### src/rtl/can_id_stats_table_top_assert.svh
// Assertion macros for the identifier statistics table.
// CIS_ASSERT_IMP checks a same-cycle implication, CIS_ASSERT_NXT a next-cycle one.
`ifndef CAN_ID_STATS_TABLE_TOP_ASSERT_SVH
`define CAN_ID_STATS_TABLE_TOP_ASSERT_SVH
`ifndef SYNTH
`define CIS_ASSERT_IMP(label, clk, rst, ante, cons) \
   label: assert property (@(posedge clk) disable iff (rst) (ante) |-> (cons)) \
      else $error("same-cycle check failed");
`define CIS_ASSERT_NXT(label, clk, rst, ante, cons) \
   label: assert property (@(posedge clk) disable iff (rst) (ante) |=> (cons)) \
      else $error("next-cycle check failed");
`else
`define CIS_ASSERT_IMP(label, clk, rst, ante, cons)
`define CIS_ASSERT_NXT(label, clk, rst, ante, cons)
`endif
`endif

### src/rtl/cis_pkg.sv
package cis_pkg;

   localparam int SLOTS_DEF = 64;

   localparam int ID_W     = 29;
   localparam int LEN_W    = 4;
   localparam int FLAGS_W  = 16;
   localparam int STAMP_W  = 32;
   localparam int DATA_W   = 64;
   localparam int SLOT_W   = 6;

   // divide-by-five unit: padded numerator, bits retired per cycle
   localparam int DIV_W     = 40;
   localparam int DIV_DIGIT = 8;

   localparam logic OP_RECEIVE = 1'b0;
   localparam logic OP_QUERY   = 1'b1;

   typedef enum logic [1:0] {
      STAT_MATCH = 2'd0,
      STAT_EMPTY = 2'd1,
      STAT_FULL  = 2'd2
   } status_type;

   // one slot of the statistics store
   typedef struct packed {
      logic [DATA_W-1:0]  payload;
      logic [LEN_W-1:0]   length;
      logic [FLAGS_W-1:0] flags;
      logic [STAMP_W-1:0] stamp;
      logic [STAMP_W-1:0] last_arrival;
      logic [STAMP_W-1:0] delta_stamp;
      logic [STAMP_W-1:0] delta_arrival;
      logic [STAMP_W-1:0] avg_stamp;
      logic [STAMP_W-1:0] avg_arrival;
   } entry_type;

   // identifier scan outcome
   typedef struct packed {
      logic done;
      logic found;
      logic full;
   } scan_status_type;

endpackage

### src/rtl/cis_id_scan.sv
module cis_id_scan #(
   parameter  int SLOTS = cis_pkg::SLOTS_DEF,
   localparam int IDX_W = (SLOTS > 1) ? $clog2(SLOTS) : 1,
   localparam int CNT_W = $clog2(SLOTS + 1)
) (
   input  logic                     clock,
   input  logic                     reset,
   input  logic                     start,
   input  logic [cis_pkg::ID_W-1:0] frame_id,
   input  logic [CNT_W-1:0]         fill,
   input  logic                     wr_en,
   input  logic [IDX_W-1:0]         wr_addr,
   input  logic [cis_pkg::ID_W-1:0] wr_id,
   output cis_pkg::scan_status_type scan_st,
   output logic [IDX_W-1:0]         scan_idx
);
   import cis_pkg::*;

   logic [ID_W-1:0]  id_mem [SLOTS];
   logic [ID_W-1:0]  rd_id_ff;
   logic [ID_W-1:0]  key_ff;
   logic             active_ff;
   logic             chk_ff;
   logic [CNT_W-1:0] issue_ff;
   logic [IDX_W-1:0] chk_addr_ff;
   logic             issue_go;
   logic             hit;
   logic             exhausted;

   // only slots below the fill count hold live identifiers
   assign issue_go  = active_ff && (issue_ff < fill);
   assign hit       = active_ff && chk_ff && (rd_id_ff == key_ff);
   assign exhausted = active_ff && !chk_ff && (issue_ff == fill);

   always_ff @(posedge clock) begin
      if (wr_en) begin
         id_mem[wr_addr] <= wr_id;
      end
      if (issue_go) begin
         rd_id_ff <= id_mem[issue_ff[IDX_W-1:0]];
      end
   end

   always_ff @(posedge clock) begin
      if (reset) begin
         active_ff <= 1'b0;
         chk_ff    <= 1'b0;
      end else if (start) begin
         active_ff <= 1'b1;
         chk_ff    <= 1'b0;
         issue_ff  <= '0;
         key_ff    <= frame_id;
      end else if (hit || exhausted) begin
         active_ff <= 1'b0;
         chk_ff    <= 1'b0;
      end else begin
         chk_ff <= issue_go;
         if (issue_go) begin
            issue_ff    <= issue_ff + 1'b1;
            chk_addr_ff <= issue_ff[IDX_W-1:0];
         end
      end
   end

   assign scan_st.done  = hit || exhausted;
   assign scan_st.found = hit;
   assign scan_st.full  = exhausted && (fill == CNT_W'(SLOTS));
   assign scan_idx      = hit ? chk_addr_ff : fill[IDX_W-1:0];

endmodule

### config.mk
export PLATFORM = sky130hd
export DESIGN_NAME = cis_id_scan
export DESIGN_NICKNAME = d
export VERILOG_FILES = /design/src/rtl/can_id_stats_table_top_assert.svh /design/src/rtl/cis_pkg.sv /design/src/rtl/cis_id_scan.sv
export SDC_FILE = /design/constraint.sdc
export NUM_CORES = 2
export LEC_CHECK = 0
export BUFFER_PORTS_ARGS = -buffer_cell sky130_fd_sc_hd__buf_2
export CAP_MARGIN = 20
export CORE_ASPECT_RATIO = 2
export CORE_UTILIZATION = 40
export CTS_CLUSTER_SIZE = 40
export DETAILED_ROUTE_END_ITERATION = 10
export GPL_TIMING_DRIVEN = 0
export SETUP_SLACK_MARGIN = 0.5
export SLEW_MARGIN = 10
export SYNTH_ARGS = -nofsm -noshare
export SYNTH_HDL_FRONTEND = slang
export SYNTH_SLANG_ARGS = --single-unit
### constraint.sdc
create_clock -name clock -period 6.7 [get_ports clock]
set_input_delay 0.335 -clock clock [delete_from_list [all_inputs] [get_ports clock]]
set_output_delay 0.335 -clock clock [all_outputs]
set_load 0.02 [all_outputs]
Word-level counts from Yosys, hierarchy flattened
Memory sizes are Yosys's and may differ from the RTL's. A register that Yosys moved wholly into a read port is not among the register bits. Cells that the tools add are included.

Flip-flop bits (word level): 44. Bits in writable memories: 1856. Word-level logic and storage cells: 36. Memories: 1.

Add/sub/neg operators: 1. Order comparisons: 1. Equality and inequality tests: 4. Mux-type cells: 7. Bitwise operators: 3. Reductions and logical operators: 14.

Memory list: id_mem (depth 64, bits a word 29, rd ports 1, clocked after memory_dff 1, write ports 1, RTL line cis_id_scan.sv:19) `logic [ID_W-1:0] id_mem [SLOTS];`.

Operators by type and width (count): $eq A29 B29 Y1 (1); $mux W7 (2); $add A7 B1 Y7 const B (1); $eq A7 B7 Y1 (1); $eq A7 B7 Y1 const B (1); $lt A7 B7 Y1 (1); $logic_and A1 B1 Y1 (6); $mux W6 (1); $mux W1 (4); $reduce_and A4 Y1 (1); $reduce_bool A2 Y1 (2); $not A1 Y1 (3); $reduce_and A3 Y1 (1); $reduce_or A3 Y1 (1); $ne A2 B2 Y1 const B (1); $reduce_and A2 Y1 (1); $logic_not A1 Y1 (1); $logic_or A1 B1 Y1 (1).

Depth between registers and ports, before layout
Depth after elaboration: 6. Gate-level depth with buffers: 10.

Worst setup path after synthesis
Ideal clock, no wire load.

Path kind: input to register. Start: in wr_addr[3]. End: mem id_mem[48][0] (enable). Arrival: 2838 ps. Setup slack: 3411 ps. Cell stages on the path: 4. Cell sequence: clkbuf_1 nor2b_1 nand4b_1 nor3_1.

RTL lines: start, declared (RTL line cis_id_scan.sv:12) `input logic [IDX_W-1:0] wr_addr,`; end, declared (RTL line cis_id_scan.sv:19).

No word-level cell before the write port.

Worst setup path after layout
Start: reg issue_ff[4]. End: reg rd_id_ff[24], read port of id_mem (data pin).

Word-level cells in the longest chain between the ends: 2.

RTL lines: start, declared (RTL line cis_id_scan.sv:24) `logic [CNT_W-1:0] issue_ff;`; start signal, assigned (RTL line cis_id_scan.sv:59) `issue_ff <= issue_ff + 1'b1;`; $lt A7 B7 Y1 (RTL line cis_id_scan.sv:31) `assign issue_go = active_ff && (issue_ff < fill);`; $logic_and A1 B1 Y1 (RTL line cis_id_scan.sv:31); end, declared (RTL line cis_id_scan.sv:20) `logic [ID_W-1:0] rd_id_ff;`.

Several ways; a longest one is shown, not always the timed one. A chain may end at the register's enable or synchronous reset.

==> flow_results.org <==
** Run status
- Outcome :: complete, no violations

** Clocking
- Clock latency on the worst-skew pair :: 0.81 ns
- CTS tree :: done
- Number of setup buffers added after CTS :: 0
- The H-tree generated during clock tree synthesis spans 4 levels.
- The longest clock path from root to sink contains 4 buffers.
- After clock tree synthesis, the clock-pin slew on the worst setup and hold paths is 0.07 ns.
- Clock sinks :: 1929
- Post-cts sizing count :: 0
- CTS placed an instance of clkbuf_16 at the clock tree root.
- Number of buffers inserted during clock tree synthesis :: 169

** Synth
- Gate Count Post-Synth :: 3394
- Yosys cell types :: 50
- After synthesis, the cell types taking the most area are edfxtp_1 (78%), mux4_2 (11%), mux2i_1 (3.1%), a22o_1 (0.69%), o221ai_1 (0.69%).
- After synthesis, the largest area contributor takes up 78.5% of total cell area.
- In the synthesized netlist the async set-or-reset flop fraction comes to 0%.
- Yosys printed 0 warnings.
- Register bit count reported by yosys :: 1929
- Number of flops mapped to enable cells by yosys :: 1927
- Mean post-synth cell area :: 21.7 µm²
- Counting every net in the synthesized netlist gives 3477.
- Cell type contributing the most total cell area after synthesis :: edfxtp_1
- Netlist area before placement :: 73700 µm²
- Among all flip-flop cells after synthesis, the most frequent one is edfxtp_1.
- Fraction of the yosys area taken by sequential cells :: 78.5%

** Route
- Dividing the detail-routed via count by the number of cells gives 5.69.
- The routed layout has 35700 vias.
- Post-route DRC :: 0
- Number of antenna-violating nets in the routed design :: 0
- Iteration-0 DRC Markers :: 3217
- Before antenna repair, the detailed router went through 5 iterations.
- In the final routed layout, each cell accounts on average for 33.1 µm.
- Wires add up to 208 mm.

** Timing
- Number of hold-slack violations in the final timing report :: 0
- Pins Over Slew Limit :: 0
- The worst path in the final design needs a cycle of 4.33 ns, including I/O delays and setup.
- Setup repair after global routing left no endpoint under its margin.
- Smallest setup slack after layout :: 2.37 ns
- In this run the tightest slew margin relative to its limit is 13.0%.
- For the pin with the worst max-slew slack, the measured transition is 1.30 ns.
- For this run, the top clock speed supported by timing is 231 MHz.
- The worst path uses 64.6% of the clock period.
- Setup violations remaining at the end of the flow were counted as 0.
- Between clock sinks in the finished design, the worst skew comes to 0.0561 ns.
- Setup TNS after final layout :: 0 ns

** Flow run
- Max-cap violations :: 0

** Floorplanning
- The die covers 186000 µm².
- The die is 609 µm tall.
- Number of cell rows :: 222
- Number of placed I/O pins :: 84
- Once the floorplan was initialized, standard cells occupied 40.3% of the core.
- Core region area :: 183000 µm²
- Chip Width :: 306 µm

** Worst setup path
- Critical path endpoint :: rd_id_ff[24]
- Of all nets on the critical path, the largest fanout is 10.
- Timing startpoint of the critical path :: issue_ff[4]
- CP Capture Type :: flop
- In this run the critical register-to-register path is launched from issue_ff[4].
- Reg-to-reg slack, setup :: 2.37 ns
- Walking the worst path, the cells encountered are clkbuf_1, nor2b_1, buf_2, buf_1, o221ai_1, a211oi_1, nor4_1.
- Worst path required time :: 7.17 ns
- STA puts the critical path data arrival time at 4.80 ns.
- Number of cells on the worst reg-to-reg path :: 7
- The worst register-to-register path ends at rd_id_ff[24].
- The largest single stage delay on the critical path is 1.05 ns.
- The worst setup path is of the flop to flop kind.
- Worst setup SP type :: flop
- Cell type of the slowest stage on the worst timing path :: a211oi_1

** Placement
- Gpl congestion :: 0.944
- The count of buffers added on input and output ports is 77.
- Including well taps, the total number of placed cells is 5935.
- OpenSTA, run right after detailed placement, puts the worst setup slack at 2.51 ns.
- Summed over all nets, the half-perimeter wirelength after detailed placement is 146 mm.

** Global routing
- Entering global routing, the biggest net connects 65 pins.
- Wire length of the first global-routing pass :: 284 mm
- Overflow left after global routing :: 0
- GRT Util Overall :: 22.2%
- Number of global-route vias before repair :: 37100
- Number of antenna violations at the first check in global routing :: 20

** Power
- Max rail drop VDD :: 0.179 mV
- Dividing total power by cell area gives a power density of 304 nW/µm².
- In this run the static leakage power is 27.0 nW.

** Worst hold path
- The worst hold path belongs to the class primary input to flop.

** Finish
- Commonest cells after routing, fill and taps aside :: edfxtp_1 (1927), mux4_2 (348), mux2i_1 (232)
- After the flow finishes, the layout carries non-filler instances totaling 6275.
- Nets :: 3885
- Leaving out fill and tap cells, the most frequent cell in the layout is edfxtp_1.
- Layout cells sized above 1 :: 24.8%
- After filler insertion, the fill cell instance count of the layout stands at 14900.
- Fraction of the core area covered by cells at the end of the flow :: 46.8%
- From synthesis to final layout, the design area changed by 16.3%.
-- per-stage QoR --
stage / cell area [µm²] / hold slack [ns] / power, mW
6_report: 85700 / 0.0791 / 26.0
4_1_cts: 85700 / 0.0521 / 26.2
3_3_place_gp: 77100 / 0.516 / 16.4
2_1_floorplan: 73700 / 0.434 / 15.2
5_1_grt: 85700 / 0.0729 / 26.7
3_5_place_dp: 79900 / 0.515 / 16.5
-- where the power goes --
part	switching, mW	internal, mW
Combinational	1.78	0.987
Sequential	0.0591	13.4
Clock	4.30	5.48
Total	6.14	19.9
-- state kept, by name (all words and copies together) (netlist names) --
signal,flops
key_ff,29
id_mem,1856
chk_addr_ff,6
rd_id_ff,29
chk_ff,1
issue_ff,7
active_ff,1
-- critical path, delay by kind of cell (launching register included) --
family          cells  cell delay (ns)
compound gates      2             1.32
buf+inv             3             1.66
flops               1             0.43
simple gates        2             0.58
-- cells by family after synthesis --
kind of cell | synth area share [%]
fa+ha+maj | 0.136
compound gates | 3.45
flops | 78.5
simple gates | 1.98
xor+xnor | 0.416
mux | 13.9
buf+inv | 1.61
-- area by class of cell --
cell class | instances | area (µm²) | share of cell area, %
repair buffers | 237 | 3140 | 3.67
inverters | 10 | 37.5 | 0.0438
diodes | 6 | 15.0 | 0.0175
well taps | 2352 | 2940 | 3.43
multi-input cells | 1265 | 15200 | 17.7
flip-flops and latches | 1929 | 57900 | 67.5
plain buffers | 190 | 1150 | 1.34
clock inverters | 86 | 927 | 1.08
clock buffers | 200 | 4430 | 5.17
-- Yosys cell counts (33+ instances only) --
cell type	instances
o221ai_1	58
mux2i_1	232
mux4_2	348
buf_2	52
nand2_1	73
edfxtp_1	1927
buf_4	43
nor4_1	38
a211oi_1	58
a22o_1	58
nor3_1	33
nor2_1	111
clkbuf_1	62
-- per-layer routing --
layer	track usage, %	part of all wire (%)	up-vias
li1	-	-	15100
met1	23.3	33	18900
met2	41.0	54	1237
met3	3.20	5.6	419
met4	14.0	7.1	16
met5	0	0.041	-
-- how the worst min path moves through the flow --
stage,start,end,cells after the start
final,wr_id[9],id_mem[34][9],2
after global routing,wr_id[9],id_mem[34][9],2
after CTS,wr_id[9],id_mem[34][9],2
after detailed placement,frame_id[22],key_ff[22],1
after global placement,frame_id[15],key_ff[15],1
after floorplan,wr_id[0],id_mem[0][0],0
-- timing repair --
action	in CTS	in global routing
hold buffers	48	0
hold endpoints to repair	328	0
endpoints found under the setup margin	0	0
No activity file was read; power rests on OpenSTA's default activity.
