===== src/rtl/can_id_stats_table_top_assert.svh =====
// Assertion macros for the identifier statistics table.
// CIS_ASSERT_IMP checks a same-cycle implication, CIS_ASSERT_NXT a next-cycle one.
`ifndef CAN_ID_STATS_TABLE_TOP_ASSERT_SVH
`define CAN_ID_STATS_TABLE_TOP_ASSERT_SVH
`ifndef SYNTH
`define CIS_ASSERT_IMP(label, clk, rst, ante, cons) \
   label: assert property (@(posedge clk) disable iff (rst) (ante) |-> (cons)) \
      else $error("same-cycle check failed");
`define CIS_ASSERT_NXT(label, clk, rst, ante, cons) \
   label: assert property (@(posedge clk) disable iff (rst) (ante) |=> (cons)) \
      else $error("next-cycle check failed");
`else
`define CIS_ASSERT_IMP(label, clk, rst, ante, cons)
`define CIS_ASSERT_NXT(label, clk, rst, ante, cons)
`endif
`endif


===== src/rtl/cis_pkg.sv =====
package cis_pkg;

   localparam int SLOTS_DEF = 64;

   localparam int ID_W     = 29;
   localparam int LEN_W    = 4;
   localparam int FLAGS_W  = 16;
   localparam int STAMP_W  = 32;
   localparam int DATA_W   = 64;
   localparam int SLOT_W   = 6;

   // divide-by-five unit: padded numerator, bits retired per cycle
   localparam int DIV_W     = 40;
   localparam int DIV_DIGIT = 8;

   localparam logic OP_RECEIVE = 1'b0;
   localparam logic OP_QUERY   = 1'b1;

   typedef enum logic [1:0] {
      STAT_MATCH = 2'd0,
      STAT_EMPTY = 2'd1,
      STAT_FULL  = 2'd2
   } status_type;

   // one slot of the statistics store
   typedef struct packed {
      logic [DATA_W-1:0]  payload;
      logic [LEN_W-1:0]   length;
      logic [FLAGS_W-1:0] flags;
      logic [STAMP_W-1:0] stamp;
      logic [STAMP_W-1:0] last_arrival;
      logic [STAMP_W-1:0] delta_stamp;
      logic [STAMP_W-1:0] delta_arrival;
      logic [STAMP_W-1:0] avg_stamp;
      logic [STAMP_W-1:0] avg_arrival;
   } entry_type;

   // identifier scan outcome
   typedef struct packed {
      logic done;
      logic found;
      logic full;
   } scan_status_type;

endpackage


===== src/rtl/cis_div5.sv =====
module cis_div5 (
   input  logic                               clock,
   input  logic                               reset,
   input  logic                               start,
   input  logic signed [cis_pkg::STAMP_W-1:0] delta,
   input  logic signed [cis_pkg::STAMP_W-1:0] old,
   output logic                               done,
   output logic signed [cis_pkg::STAMP_W-1:0] average
);
   import cis_pkg::*;

   localparam int SUM_W  = STAMP_W + 3;
   localparam int STEPS  = DIV_W / DIV_DIGIT;
   localparam int STEP_W = $clog2(STEPS + 1);
   localparam logic [3:0] DIVISOR = 4'd5;

   logic signed [SUM_W-1:0] sum;
   logic        [SUM_W-1:0] mag;
   logic        [DIV_W-1:0] num_ff;
   logic        [DIV_W-1:0] quo_ff;
   logic        [2:0]       rem_ff;
   logic                    neg_ff;
   logic                    busy_ff;
   logic                    done_ff;
   logic        [STEP_W-1:0] step_ff;
   logic        [DIV_W-1:0] num_in;
   logic        [DIV_W-1:0] quo_in;
   logic        [2:0]       rem_in;

   // 2*delta + 3*old, exact
   assign sum = (SUM_W'(delta) <<< 1) + SUM_W'(old) + (SUM_W'(old) <<< 1);
   assign mag = sum[SUM_W-1] ? SUM_W'(-sum) : SUM_W'(sum);

   // restoring division, one digit of DIV_DIGIT bits per cycle
   always_comb begin
      logic [3:0] part;
      num_in = num_ff;
      quo_in = quo_ff;
      rem_in = rem_ff;
      for (int j = 0; j < DIV_DIGIT; j++) begin
         part   = {rem_in, num_in[DIV_W-1]};
         num_in = num_in << 1;
         if (part >= DIVISOR) begin
            part   = part - DIVISOR;
            quo_in = {quo_in[DIV_W-2:0], 1'b1};
         end else begin
            quo_in = {quo_in[DIV_W-2:0], 1'b0};
         end
         rem_in = part[2:0];
      end
   end

   always_ff @(posedge clock) begin
      if (reset) begin
         busy_ff <= 1'b0;
         done_ff <= 1'b0;
      end else if (start) begin
         busy_ff <= 1'b1;
         done_ff <= 1'b0;
         step_ff <= '0;
         num_ff  <= DIV_W'(mag);
         quo_ff  <= '0;
         rem_ff  <= '0;
         neg_ff  <= sum[SUM_W-1];
      end else if (busy_ff) begin
         num_ff  <= num_in;
         quo_ff  <= quo_in;
         rem_ff  <= rem_in;
         step_ff <= step_ff + 1'b1;
         if (step_ff == STEP_W'(STEPS - 1)) begin
            busy_ff <= 1'b0;
            done_ff <= 1'b1;
         end
      end else begin
         done_ff <= 1'b0;
      end
   end

   // truncation toward zero: divide the magnitude, then restore the sign
   assign done    = done_ff;
   assign average = neg_ff ? -quo_ff[STAMP_W-1:0] : quo_ff[STAMP_W-1:0];

endmodule


===== config.mk =====
export PLATFORM = sky130hd
export DESIGN_NAME = cis_div5
export DESIGN_NICKNAME = d
export VERILOG_FILES = /design/src/rtl/can_id_stats_table_top_assert.svh /design/src/rtl/cis_pkg.sv /design/src/rtl/cis_div5.sv
export SDC_FILE = /design/constraint.sdc
export NUM_CORES = 1
export LEC_CHECK = 0
export ABC_AREA = 1
export BUFFER_PORTS_ARGS = -buffer_cell sky130_fd_sc_hd__clkbuf_2
export CORE_MARGIN = 1.5
export CORE_UTILIZATION = 65
export CTS_CLUSTER_SIZE = 20
export DETAILED_ROUTE_END_ITERATION = 8
export PLACE_DENSITY_LB_ADDON = 0.1
export SETUP_SLACK_MARGIN = 0.1
export SYNTH_ARGS = -nofsm -noshare
export SYNTH_HDL_FRONTEND = slang
export SYNTH_SLANG_ARGS = --single-unit

===== constraint.sdc =====
create_clock -name clock -period 16.27 [get_ports clock]
set_input_delay 2.4405 -clock clock [delete_from_list [all_inputs] [get_ports clock]]
set_output_delay 2.4405 -clock clock [all_outputs]
set_load 0.005 [all_outputs]

---- After elaboration in Yosys (flattened, before gate mapping) ----
Index checks and enable logic that the tools add are counted.
storage, ports and cells
  output and inout bits ................... 33
  word-level logic and storage cells ...... 62
  input port bits ......................... 67
  register bits ........................... 81
operators by class
  bitwise logic cells ..................... 2
  reductions and logical operators ........ 4
  $add $sub $neg .......................... 13
  equal/unequal tests ..................... 1
  order comparisons ....................... 8
  multiplexer cells ....................... 26
operators by type and width
  cell                                                  count
  two-way mux 35 bit                                    2
  two-way mux 32 bit                                    2
  two-way mux 40 bit                                    1
  adder 34 x 33 -> 35 bit                               1
  negation 35 bit                                       1
  adder 33 x 32 -> 34 bit                               1
  >= comparator 4 x 3 -> 1 bit (second input constant)  8
  negation 32 bit                                       1
  two-way mux 3 bit                                     10
  subtractor 3 bit (second input constant)              8
  two-way mux 1 bit                                     11
  AND reduction 2 bit                                   2
  adder 3 x 1 -> 3 bit (second input constant)          1
  == test 3 bit (second input constant)                 1
  OR reduction 3 bit                                    1
  NOT 1 bit                                             2
  nonzero test 2 bit                                    1

---- Logic depth before layout (Yosys ltp) ----
Gate-level depths: netlist of run 1.
  word-level depth ........................ 17
  mapped depth ............................ 56
  mapped depth without buffers ............ 56

---- Worst setup path before layout of run 1 ----
OpenSTA, ideal clock, no wires.
  path type ............................... input port to flip-flop
  from .................................... in start
  to ...................................... reg num_ff[0] (enable)
  data arrival time ....................... 6723 ps
  library setup time ...................... 542 ps
  stages on the path ...................... 4
  required time ........................... 15728 ps
  path buffers ............................ 2
  setup slack ............................. 9005 ps
  cells stage by stage .................... clkbuf_1 > inv_1 > clkbuf_1 > a21oi_1
between the ends
  word-level cells in the longest chain between the ends .. 2
ends and longest elaborated chain
  what                           RTL line        RTL
  from (decl)                    cis_div5.sv:4   input logic start,
  nonzero test 2 bit (no line)   n/a
  AND reduction 2 bit (no line)  n/a
  to (signal assigned)           cis_div5.sv:61  num_ff <= DIV_W'(mag);
  to (signal assigned)           cis_div5.sv:66  num_ff <= num_in;
  to (decl)                      cis_div5.sv:19  logic [DIV_W-1:0] num_ff;
No other way between the ends.
A chain may end at the register's enable or synchronous reset.

---- Final worst setup path of run 1 ----
  from .................................... reg num_ff[39]
  to ...................................... reg rem_ff[0], data pin
between the ends
  word-level cells in the longest chain between the ends .. 17
  elaborated cells between the ends (all ways) .. 24
  classes of those cells .................. add/sub: 7; order compare: 8; mux: 9
ends and longest elaborated chain
  what                                                                     RTL line                        RTL
  >= comparator 4 x 3 -> 1 bit / subtractor 3 bit (equally long branches)  cis_div5.sv:43, cis_div5.sv:44
  two-way mux 3 bit (*)                                                    cis_div5.sv:43                  if (part >= DIVISOR) begin
  >= comparator 4 x 3 -> 1 bit / subtractor 3 bit (equally long branches)  cis_div5.sv:43, cis_div5.sv:44
  two-way mux 3 bit (*)                                                    cis_div5.sv:43
  >= comparator 4 x 3 -> 1 bit / subtractor 3 bit (equally long branches)  cis_div5.sv:43, cis_div5.sv:44
  two-way mux 3 bit (*)                                                    cis_div5.sv:43
  >= comparator 4 x 3 -> 1 bit / subtractor 3 bit (equally long branches)  cis_div5.sv:43, cis_div5.sv:44
  two-way mux 3 bit (*)                                                    cis_div5.sv:43
  >= comparator 4 x 3 -> 1 bit / subtractor 3 bit (equally long branches)  cis_div5.sv:43, cis_div5.sv:44
  two-way mux 3 bit (*)                                                    cis_div5.sv:43
  >= comparator 4 x 3 -> 1 bit / subtractor 3 bit (equally long branches)  cis_div5.sv:43, cis_div5.sv:44
  two-way mux 3 bit (*)                                                    cis_div5.sv:43
  >= comparator 4 x 3 -> 1 bit / subtractor 3 bit (equally long branches)  cis_div5.sv:43, cis_div5.sv:44
  two-way mux 3 bit (*)                                                    cis_div5.sv:43
  >= comparator 4 x 3 -> 1 bit (*)                                         cis_div5.sv:43
  two-way mux 3 bit (*)                                                    cis_div5.sv:43
  two-way mux 3 bit (*)                                                    cis_div5.sv:65                  end else if (busy_ff) begin
  to (signal assigned)                                                     cis_div5.sv:68                  rem_ff <= rem_in;
  to (decl)                                                                cis_div5.sv:21                  logic [2:0] rem_ff;
Mark *: on every way between the ends. The rest lies on a longest branch, timed or not. The select of a mux whose other input is x is not followed.

==> run_results.csv, run 1 <==
group,metric,value,unit
timing,relSlewSlack,0.2596,
timing,setup-tns-final,0,ps
synth,synthFlopType,"edfxtp_1",
place,place_congestion,0.9626,
cts,postCtsSetupRepairBufs,0,
synth,synthCells,1034,
finish,diodes,0,
cts,clk_latency,340,ps
job,drv_cap,0,
cts,clock-sinks,81,
synth,synth_top_area_share,0.2990,
timing,hold_viol,0,
pwr,power_density,171.1,nW/um2
routing,routedWlPerCell,13.31,um
pwr,power.total,0.001527,W
status,outcome,"finished clean",
global_routing,track_usage,0.2711,
finish,area_delta_synth_final,12.49,%
pwr,power.leakage,4.211,nW
pwr,irDropWorstVdd,0.1655,mV
global_routing,gr-total-overflow,0,
global_routing,grt_pass1_wl,28.61,mm
synth,synth_top_cell_by_area,"edfxtp_1",
floorplan,core_area,11960,um2
floorplan,dieArea,12880,um2
pwr,clock_power_share,0.160,
timing,period_needed,6836,ps
cts,hold_buffers,0,
synth,syn_area,7934,um2
cts,cts_buffers,9,
pwr,p_seq_frac,0.200,
floorplan,dieWidth,113.5,um
pwr,p_int,0.0007920,W
worst_setup_path,worstPathRequired,16360,ps
timing,tightest_slew,1108,ps
hold_path,hold_path_class,"register to register",
place,dp_hpwl,13.45,mm
synth,ys_ff_latch,81,
place,io_buffers,99,
cts,cts_resized,0,
routing,vias_per_cell,5.579,
cts,clock_path_buffers,2,
pwr,comb_power_share,0.640,
worst_setup_path,cpPeakStageDelay,420,ps
floorplan,io_pins,100,
finish,drive_gt1_frac,0.1502,
cts,cts-root-buf,"clkbuf_16",
finish,seqCellArea,2412,um2
pwr,switching_share,0.4813,
floorplan,rows,40,
routing,dr.pass1.iters,7,
worst_setup_path,end_kind,"register",
routing,vias,7135,
worst_setup_path,path_max_fanout,5,
timing,rsz0062_at_grt,"no",
timing,finalSetupViolations,0,
global_routing,antenna_found_initial,0,
routing,drt_iter0_drc,532,
cts,htreeDepth,3,
synth,synthTopCellsByArea,"edfxtp_1 30%, nand2_1 11%, ha_1 8.2%",
finish,layout.nets,1278,
synth,ys_seq_area_frac,0.3041,
worst_setup_path,path_class,"register to register",
synth,async_reset_ff_frac,0,
global_routing,grt_pass1_vias,6618,
finish,num-fill-cells,971,
floorplan,fp.dieH,113.5,um
synth,ys_warn_count,0,
routing,wirelength,17.03,mm
pwr,switchingPower,0.0007350,W
timing,fin_worst_skew,7.974,ps
floorplan,start_util,0.6633,
global_routing,grt_max_degree,64,
synth,ys_types,49,
cts,cts.clk_slew.worst_paths,60,ps
synth,syn_nets,1185,
routing,drcViolationCount,0,
worst_setup_path,cpMostUsedCell,"nand2_1",
routing,ant_nets,0,
synth,syn_avg_cell_area,7.673,um2
finish,multi_input_area,4930,um2
cts,cts_tree,"yes",
synth,synth_edf_count,79,
timing,finalCritPeriodShare,0.4202,
timing,clock.fmax,146.3,MHz
worst_setup_path,start_kind,"register",
timing,maxSlewViolCount,0,
worst_setup_path,worstPathArrival,6930,ps
worst_setup_path,cp_slowest_cell,"edfxtp_1",
==> placed cells by master (no fill, tap or decap), types with 3 or more instances in the layout <==
master     instances
nand2_1          234
inv_1            136
nor2_1           110
clkbuf_2          99
edfxtp_1          79
nand3_1           55
ha_1              52
a21oi_1           51
xor2_1            49
o21ai_0           44
fa_1              32
nor3_1            30
nand4_1           17
xnor2_1           16
nand2_2           13
o21ai_1           12
or2_2             10
clkbuf_16          9
nand3_2            7
o21ai_2            7
nor4_1             7
o211ai_1           7
a31oi_1            5
a21oi_2            4
and3_1             4
bufinv_16          4
o21a_1             3
nor2_2             3
buf_4              3
==> kinds of logic after synthesis <==
group	count (synthesis)	share of synthesized area
AOI/OAI and AO/OA	146	0.1072
xor gates and xnor gates	65	0.07175
adders and majority gates	84	0.1627
buffers and inverters	159	0.07601
DFF	81	0.3041
and+or+nand+nor	499	0.2782
==> Yosys cell counts, types with 2 or more instances <==
library cell,instances
inv_1,136
buf_1,2
clkbuf_1,15
nor3_2,2
nand3_1,55
xnor2_1,16
o21ai_0,44
o31ai_1,2
nor2_1,110
a31oi_1,5
o21bai_1,2
nand3_2,7
a21oi_1,52
fa_1,32
or2_2,10
or2_1,2
nand2_1,234
nand2_2,13
o21ai_2,7
a21oi_2,4
dfxtp_1,2
o211ai_1,7
and3_1,4
o21ai_1,12
edfxtp_1,79
nor2_2,3
xor2_1,49
o21a_1,3
inv_2,2
nor4_1,7
nand4_1,17
ha_1,52
nor3_1,30
buf_2,2
==> registers in the layout, summed over array words and instances (netlist names) <==
name,cells
neg_ff,1
rem_ff,3
done,1
busy_ff,1
step_ff,3
quo_ff,32
num_ff,40
==> power groups by stage <==
stage               Clock, W  Sequential (W)  Combinational (W)
finish              0.000244        0.000306           0.000977
global placement           0        0.000308           0.000940
CTS                 0.000246        0.000306           0.000977
floorplan                  0        0.000304           0.000776
global route        0.000254        0.000310            0.00111
detailed placement         0        0.000310           0.000971
==> worst paths after layout <==
path,slack [ps],start,end,cells past startpoint
worst max-delay path,9430,num_ff[39],rem_ff[0],52
worst min-delay path,520,num_ff[20],num_ff[28],2
worst max register to register,9430,num_ff[39],rem_ff[0],52
worst min register to register,520,num_ff[20],num_ff[28],2
==> per-layer routing <==
| layer | vias up | track usage | part of all wire |
|---|---|---|---|
| met5 | - | 0 | 0 |
| met4 | 0 | 0.09000 | 0.018 |
| met3 | 23 | 0.03454 | 0.033 |
| met2 | 191 | 0.4992 | 0.52 |
| met1 | 3316 | 0.3281 | 0.42 |
| li1 | 3605 | - | - |
==> final cells by class <==
cell class | count | share of cell area
multi-input combinational | 794 | 0.5524
timing repair buffer | 102 | 0.05804
inverter | 139 | 0.05846
clock inverter | 6 | 0.01458
sequential | 81 | 0.2703
clock buffer | 10 | 0.02566
tap | 147 | 0.02061
==> critical path: cells and delay by family, from the launching register on <==
family | cells | cell delay (ps)
AND/OR/NAND/NOR | 38 | 4180
adder cells (fa/ha/maj) | 8 | 1630
flip-flops | 1 | 420
buffers and inverters | 6 | 360
==> per-stage QoR <==
stage          utilization  cell area, um2  hold slack (ps)  std cells  setup slack [ps]
3_3_place_gp        0.7161            8566            498.9       1263              9635
3_5_place_dp        0.7161            8566            507.0       1263              9434
5_1_grt             0.7461            8925            543.0       1279              8790
2_1_floorplan            -            7934            420.9       1034              9005
6_report            0.7461            8925            521.3       1279              9434
4_1_cts             0.7461            8925            522.7       1279              9426
Power figures use the tool's default switching activity.
==> run 2: changes to the inputs <==
--- a/config.mk
+++ b/config.mk
@@ -8,7 +8,7 @@
 export ABC_AREA = 1
 export BUFFER_PORTS_ARGS = -buffer_cell sky130_fd_sc_hd__clkbuf_2
 export CORE_MARGIN = 1.5
-export CORE_UTILIZATION = 65
+export CORE_UTILIZATION = 60
 export CTS_CLUSTER_SIZE = 20
 export DETAILED_ROUTE_END_ITERATION = 8
 export PLACE_DENSITY_LB_ADDON = 0.1
==> constraint.sdc (replaced) <==
create_clock -name clock -period 7.1 [get_ports clock]
set_input_delay 1.065 -clock clock [delete_from_list [all_inputs] [get_ports clock]]
set_output_delay 1.065 -clock clock [all_outputs]
set_load 0.005 [all_outputs]
==> run 2 against run 1 <==
  * Sequential share of layout area down 0.21 points
  * Utilization down 4.2 points
  * Count of clock-buffer cells in the layout down 1
  * Non-clock buffer count up 5
  * Setup slack worse by 8900 ps
  * Via count down 0.20%
  * Routed wire length up 1.2%
  * First-iteration DRC count down 13%
  * Fmax up 4.0%
  * Critical endpoint is now rem_ff[1]
==> run_results.csv, run 2 (synthesis gave the netlist of run 1 again) <==
group,metric,value,unit
worst_setup_path,r2r_slack,520,ps
timing,setup-tns-final,0,ps
finish,top_register,"num_ff",
global_routing,grt_max_degree,75,
timing,rsz0062_at_grt,"no",
cts,clk_latency,340,ps
finish,reg_top3,"num_ff (40), quo_ff (32)",
worst_setup_path,cp_num_buf_inv,5,
cts,cts_tree,"yes",
cts,cts.clk_slew.worst_paths,60,ps
place,pre_cts_ws,186.7,ps
finish,multi_input_area,5005,um2
cts,clock_path_buffers,2,
finish,largest_reg_flops,40,
timing,clock.fmax,152.1,MHz
pwr,switching_share,0.5003,
finish,finish.utilization,0.7042,
finish,area_delta_synth_final,13.37,%
finish,num-fill-cells,1134,
worst_setup_path,path_class,"register to register",
worst_setup_path,path_max_fanout,5,
worst_setup_path,cpMostUsedCell,"nand2_1",
timing,finalSetupViolations,0,
floorplan,dieArea,13920,um2
global_routing,grt_pass1_vias,6740,
finish,diodes,0,
routing,drt_iter0_drc,463,
cts,clock-sinks,81,
worst_setup_path,reg2reg_depth,52,
timing,holdWs,521.8,ps
timing,period_needed,6575,ps
worst_setup_path,start_kind,"register",
worst_setup_path,worstPathRequired,7190,ps
hold_path,hold_path_class,"register to register",
place,place_congestion,0.9409,
routing,dr.pass1.iters,5,
place,dp_hpwl,13.62,mm
hold_path,hp-start,"num_ff[21]",
pwr,p_seq_frac,0.198,
worst_setup_path,timing.rr.end,"rem_ff[1]",
finish,layout_common_cells,"226 x nand2_1, 134 x inv_1, 110 x nor2_1",
finish,seqCellArea,2412,um2
floorplan,dieWidth,118.0,um
timing,finalCritPeriodShare,0.9261,
worst_setup_path,end_kind,"register",
hold_path,hold_depth,2,
routing,vias,7121,
routing,vias_per_cell,5.440,
cts,hold_buffers,0,
cts,htreeDepth,3,
pwr,power.leakage,4.192,nW
global_routing,antenna_found_initial,0,
routing,ant_nets,0,
place,io_buffers,99,
worst_setup_path,cp_slowest_cell,"edfxtp_1",
routing,wirelength,17.23,mm
floorplan,start_util,0.6211,
floorplan,fp.dieH,118.0,um
timing,tightest_slew,915.2,ps
timing,maxSlewViolCount,0,
floorplan,io_pins,100,
floorplan,core_area,12770,um2
hold_path,holdPathEnd,"num_ff[29]",
pwr,irDropWorstVdd,0.3101,mV
cts,cts-root-buf,"clkbuf_16",
timing,relSlewSlack,0.3899,
global_routing,grt_pass1_wl,29.54,mm
worst_setup_path,r2r-start,"num_ff[39]",
worst_setup_path,crit_family,"simple AND/OR/NAND/NOR gates",
timing,fin_ws,524.6,ps
status,outcome,"finished clean",
floorplan,rows,41,
routing,drcViolationCount,0,
pwr,clock_power_share,0.123,
cts,cts_buffers,9,
timing,fin_worst_skew,5.058,ps
global_routing,gr-total-overflow,0,
finish,drive_gt1_frac,0.1697,
finish,layout.nets,1283,
pwr,p_int,0.001773,W
timing,hold_viol,0,
pwr,power_density,394.4,nW/um2
finish,layout_commonest_cell,"nand2_1",
pwr,comb_power_share,0.679,
global_routing,track_usage,0.2541,
worst_setup_path,worstPathArrival,6670,ps
routing,routedWlPerCell,13.16,um
job,drv_cap,0,
pwr,switchingPower,0.001775,W
worst_setup_path,cpPeakStageDelay,420,ps
run 2: cell count changes in the layout (fill, tap and decap cells not counted), sizes merged:
cell and change:
buf +5, clkinvlp +1, inv +4, bufinv -4, clkbuf -1
run 2: worst max path at each step:
stage | start | endpoint | slack [ps] | cells after the start
floorplan | num_ff[39] | rem_ff[0] | 850 | 50
global placement | num_ff[39] | rem_ff[1] | 570 | 50
detailed placement | num_ff[39] | rem_ff[1] | 190 | 52
CTS | num_ff[39] | rem_ff[1] | 190 | 52
global route | num_ff[39] | rem_ff[1] | 80 | 52
finish | num_ff[39] | rem_ff[1] | 520 | 52
run 2: power by group through the flow:
stage / registers [W] / logic (W) / clock network (W)
2_1_floorplan: 0.000697 / 0.00178 / 0
3_3_place_gp: 0.000707 / 0.00215 / 0
3_5_place_dp: 0.000709 / 0.00222 / 0
4_1_cts: 0.000699 / 0.00223 / 0.000446
5_1_grt: 0.000708 / 0.00272 / 0.000465
6_report: 0.000701 / 0.00241 / 0.000438
run 2: routing by layer:
layer / up-vias / track usage / routed length (um)
li1: 3624 / - / -
met1: 3305 / 0.3077 / 7480
met2: 155 / 0.4569 / 8711
met3: 37 / 0.02955 / 522
met4: 0 / 0.1075 / 516
met5: - / 0 / 0
run 2: final cells by class:
type | instances | area share
clock inverters | 7 | 0.006677
repair buffers | 107 | 0.06176
flip-flops and latches | 81 | 0.2682
well taps | 172 | 0.02393
multi-input cells | 794 | 0.5564
inverters | 139 | 0.05801
clock buffers | 9 | 0.02504
run 2: per-stage QoR:
stage | power (W) | area (um2) | cells
after global routing | 0.003890 | 8995 | 1309
after detailed placement | 0.002932 | 8597 | 1288
after floorplan | 0.002474 | 7934 | 1034
after CTS | 0.003378 | 8882 | 1304
after global placement | 0.002858 | 8597 | 1288
final | 0.003548 | 8995 | 1309
run 2: worst reg2reg max path, delay by kind of cell, from the launching register on:
kind,cells,cell delay (ps)
AND/OR/NAND/NOR,39,4200
adder cells (fa/ha/maj),8,1430
buffers and inverters,5,270
flip-flops,1,420
run 2: what timing repair did:
item | 4_1_cts | 5_1_grt
setup buffers | 0 | 5
resized for setup | 0 | 21
setup endpoints to repair | 0 | 4
endpoints found under the hold margin | 0 | 0
==> run 3: changes to the inputs <==
--- a/config.mk
+++ b/config.mk
@@ -8,7 +8,7 @@
 export ABC_AREA = 1
 export BUFFER_PORTS_ARGS = -buffer_cell sky130_fd_sc_hd__clkbuf_2
 export CORE_MARGIN = 1.5
-export CORE_UTILIZATION = 60
+export CORE_UTILIZATION = 35
 export CTS_CLUSTER_SIZE = 20
 export DETAILED_ROUTE_END_ITERATION = 8
 export PLACE_DENSITY_LB_ADDON = 0.1
==> run 3 against run 2 <==
  * Hold slack worse by 6.8 ps
  * Count of clock-buffer cells in the layout stayed put
  * Via count is 3.3% lower
  * Setup slack better by 140 ps
  * Combinational power is 2% higher
  * Cell count is 8.3% higher
  * Register-to-register slack better by 140 ps
  * Routed wire length is 8.6% higher
  * Critical endpoint unchanged
  * Total power is 3.2% higher
  * Non-clock buffer count stayed put
  * Sequential cell count stayed put
  * First-iteration DRC count is 42% lower
==> run_results.csv, run 3 (synthesis gave the netlist of run 1 again) <==
group,metric,value,unit
status,outcome,"finished clean",
routing,vias,6886,
global_routing,grt_pass1_vias,6733,
cts,clock_path_buffers,2,
worst_setup_path,path_max_fanout,5,
floorplan,dieWidth,153.6,um
timing,finalSetupViolations,0,
worst_setup_path,end_kind,"register",
global_routing,gr-total-overflow,0,
timing,tightest_slew,1026,ps
routing,ant_nets,0,
routing,drcViolationCount,0,
worst_setup_path,worstPathRequired,7190,ps
finish,num-fill-cells,2290,
global_routing,track_usage,0.1632,
worst_setup_path,cpPeakStageDelay,430,ps
place,io_buffers,99,
place,place_congestion,0.8139,
hold_path,hold_path_class,"register to register",
timing,hold_viol,0,
timing,relSlewSlack,0.3162,
worst_setup_path,worstPathArrival,6530,ps
floorplan,core_area,22030,um2
cts,hold_buffers,0,
timing,period_needed,6436,ps
cts,cts_tree,"yes",
worst_setup_path,start_kind,"register",
finish,layout_common_cells,"223 x nand2_1, 135 x inv_1, 110 x nor2_1",
worst_setup_path,cpMostUsedCell,"nand2_2",
cts,htreeDepth,3,
global_routing,grt_pass1_wl,31.64,mm
timing,maxSlewViolCount,0,
global_routing,grt_max_degree,80,
routing,routedWlPerCell,13.20,um
timing,finalCritPeriodShare,0.9065,
cts,clk_latency,340,ps
floorplan,rows,54,
finish,top_register,"num_ff",
routing,vias_per_cell,4.860,
finish,diodes,0,
timing,clock.fmax,155.4,MHz
finish,layout_commonest_cell,"nand2_1",
pwr,power_density,397.7,nW/um2
pwr,power.leakage,4.216,nW
routing,drt_iter0_drc,268,
timing,fin_worst_skew,9.972,ps
finish,layout.nets,1283,
timing,holdWs,515.0,ps
finish,largest_reg_flops,40,
worst_setup_path,r2r_slack,660,ps
worst_setup_path,cp_slowest_cell,"edfxtp_1",
job,drv_cap,0,
cts,clock-sinks,81,
worst_setup_path,path_class,"register to register",
floorplan,fp.dieH,153.6,um
cts,cts_buffers,9,
finish,reg_top3,"num_ff (40), quo_ff (32)",
finish,drive_gt1_frac,0.1724,
timing,rsz0062_at_grt,"no",
routing,dr.pass1.iters,4,
global_routing,antenna_found_initial,0,
cts,cts.clk_slew.worst_paths,70,ps
floorplan,dieArea,23580,um2
finish,area_delta_synth_final,16.04,%
timing,setup-tns-final,0,ps
floorplan,start_util,0.3602,
routing,wirelength,18.71,mm
floorplan,io_pins,100,
place,dp_hpwl,14.95,mm
cts,cts-root-buf,"clkbuf_16",
pwr,irDropWorstVdd,0.3087,mV
==> run 3: path summary, 6_finish.rpt <==
path | from | end | cells past startpoint
max | num_ff[39] | rem_ff[1] | 52
min | busy_ff | done | 2
max reg2reg | num_ff[39] | rem_ff[1] | 52
min reg2reg | busy_ff | done | 2
==> run 3: layout make-up <==
| class | count | area, um2 | area share |
|---|---|---|---|
| flip-flops and latches | 81 | 2412 | 0.2620 |
| clock buffers | 9 | 225.2 | 0.02446 |
| clock inverters | 7 | 101.3 | 0.01101 |
| multi-input cells | 794 | 5040 | 0.5474 |
| well taps | 280 | 350.3 | 0.03805 |
| repair buffers | 107 | 555.5 | 0.06034 |
| inverters | 139 | 521.8 | 0.05667 |
==> run 3: what timing repair did <==
action	in CTS	in global routing
setup endpoints to repair	0	4
resized for setup	0	27
buffers inserted	0	4
hold endpoints to repair	0	0
==> run 3: report_power, final <==
group          internal [W]  switching [W]
clock              0.000311       0.000194
sequential         0.000656      0.0000464
combinational      0.000892        0.00156
total               0.00186        0.00180
==> run 3: worst max-delay path, delay by kind of cell, from the launching register on <==
family	cells	cell delay (ps)
AND/OR/NAND/NOR	39	4100
adder cells (fa/ha/maj)	8	1370
flip-flops	1	430
buffers and inverters	5	300
==> run 3: per-layer routing <==
| layer | up-vias | part of all wire | track usage |
|---|---|---|---|
| li1 | 3618 | - | - |
| met1 | 3117 | 0.48 | 0.2128 |
| met2 | 121 | 0.47 | 0.2797 |
| met3 | 30 | 0.026 | 0.01860 |
| met4 | 0 | 0.026 | 0.05825 |
| met5 | - | 0 | 0 |
==> run 3: through the flow <==
| stage | instance area [um2] | total power, W | util | std cells | worst slack, ps |
|---|---|---|---|---|---|
| after global placement | 8740 | 0.002929 | 0.3968 | 1397 | 485.1 |
| after floorplan | 7934 | 0.002474 | - | 1034 | 847.2 |
| after CTS | 9066 | 0.003478 | 0.4116 | 1413 | 236.3 |
| after detailed placement | 8740 | 0.002957 | 0.3968 | 1397 | 249.1 |
| final | 9206 | 0.003661 | 0.4180 | 1417 | 663.6 |
| after global routing | 9206 | 0.004048 | 0.4180 | 1417 | 48.75 |
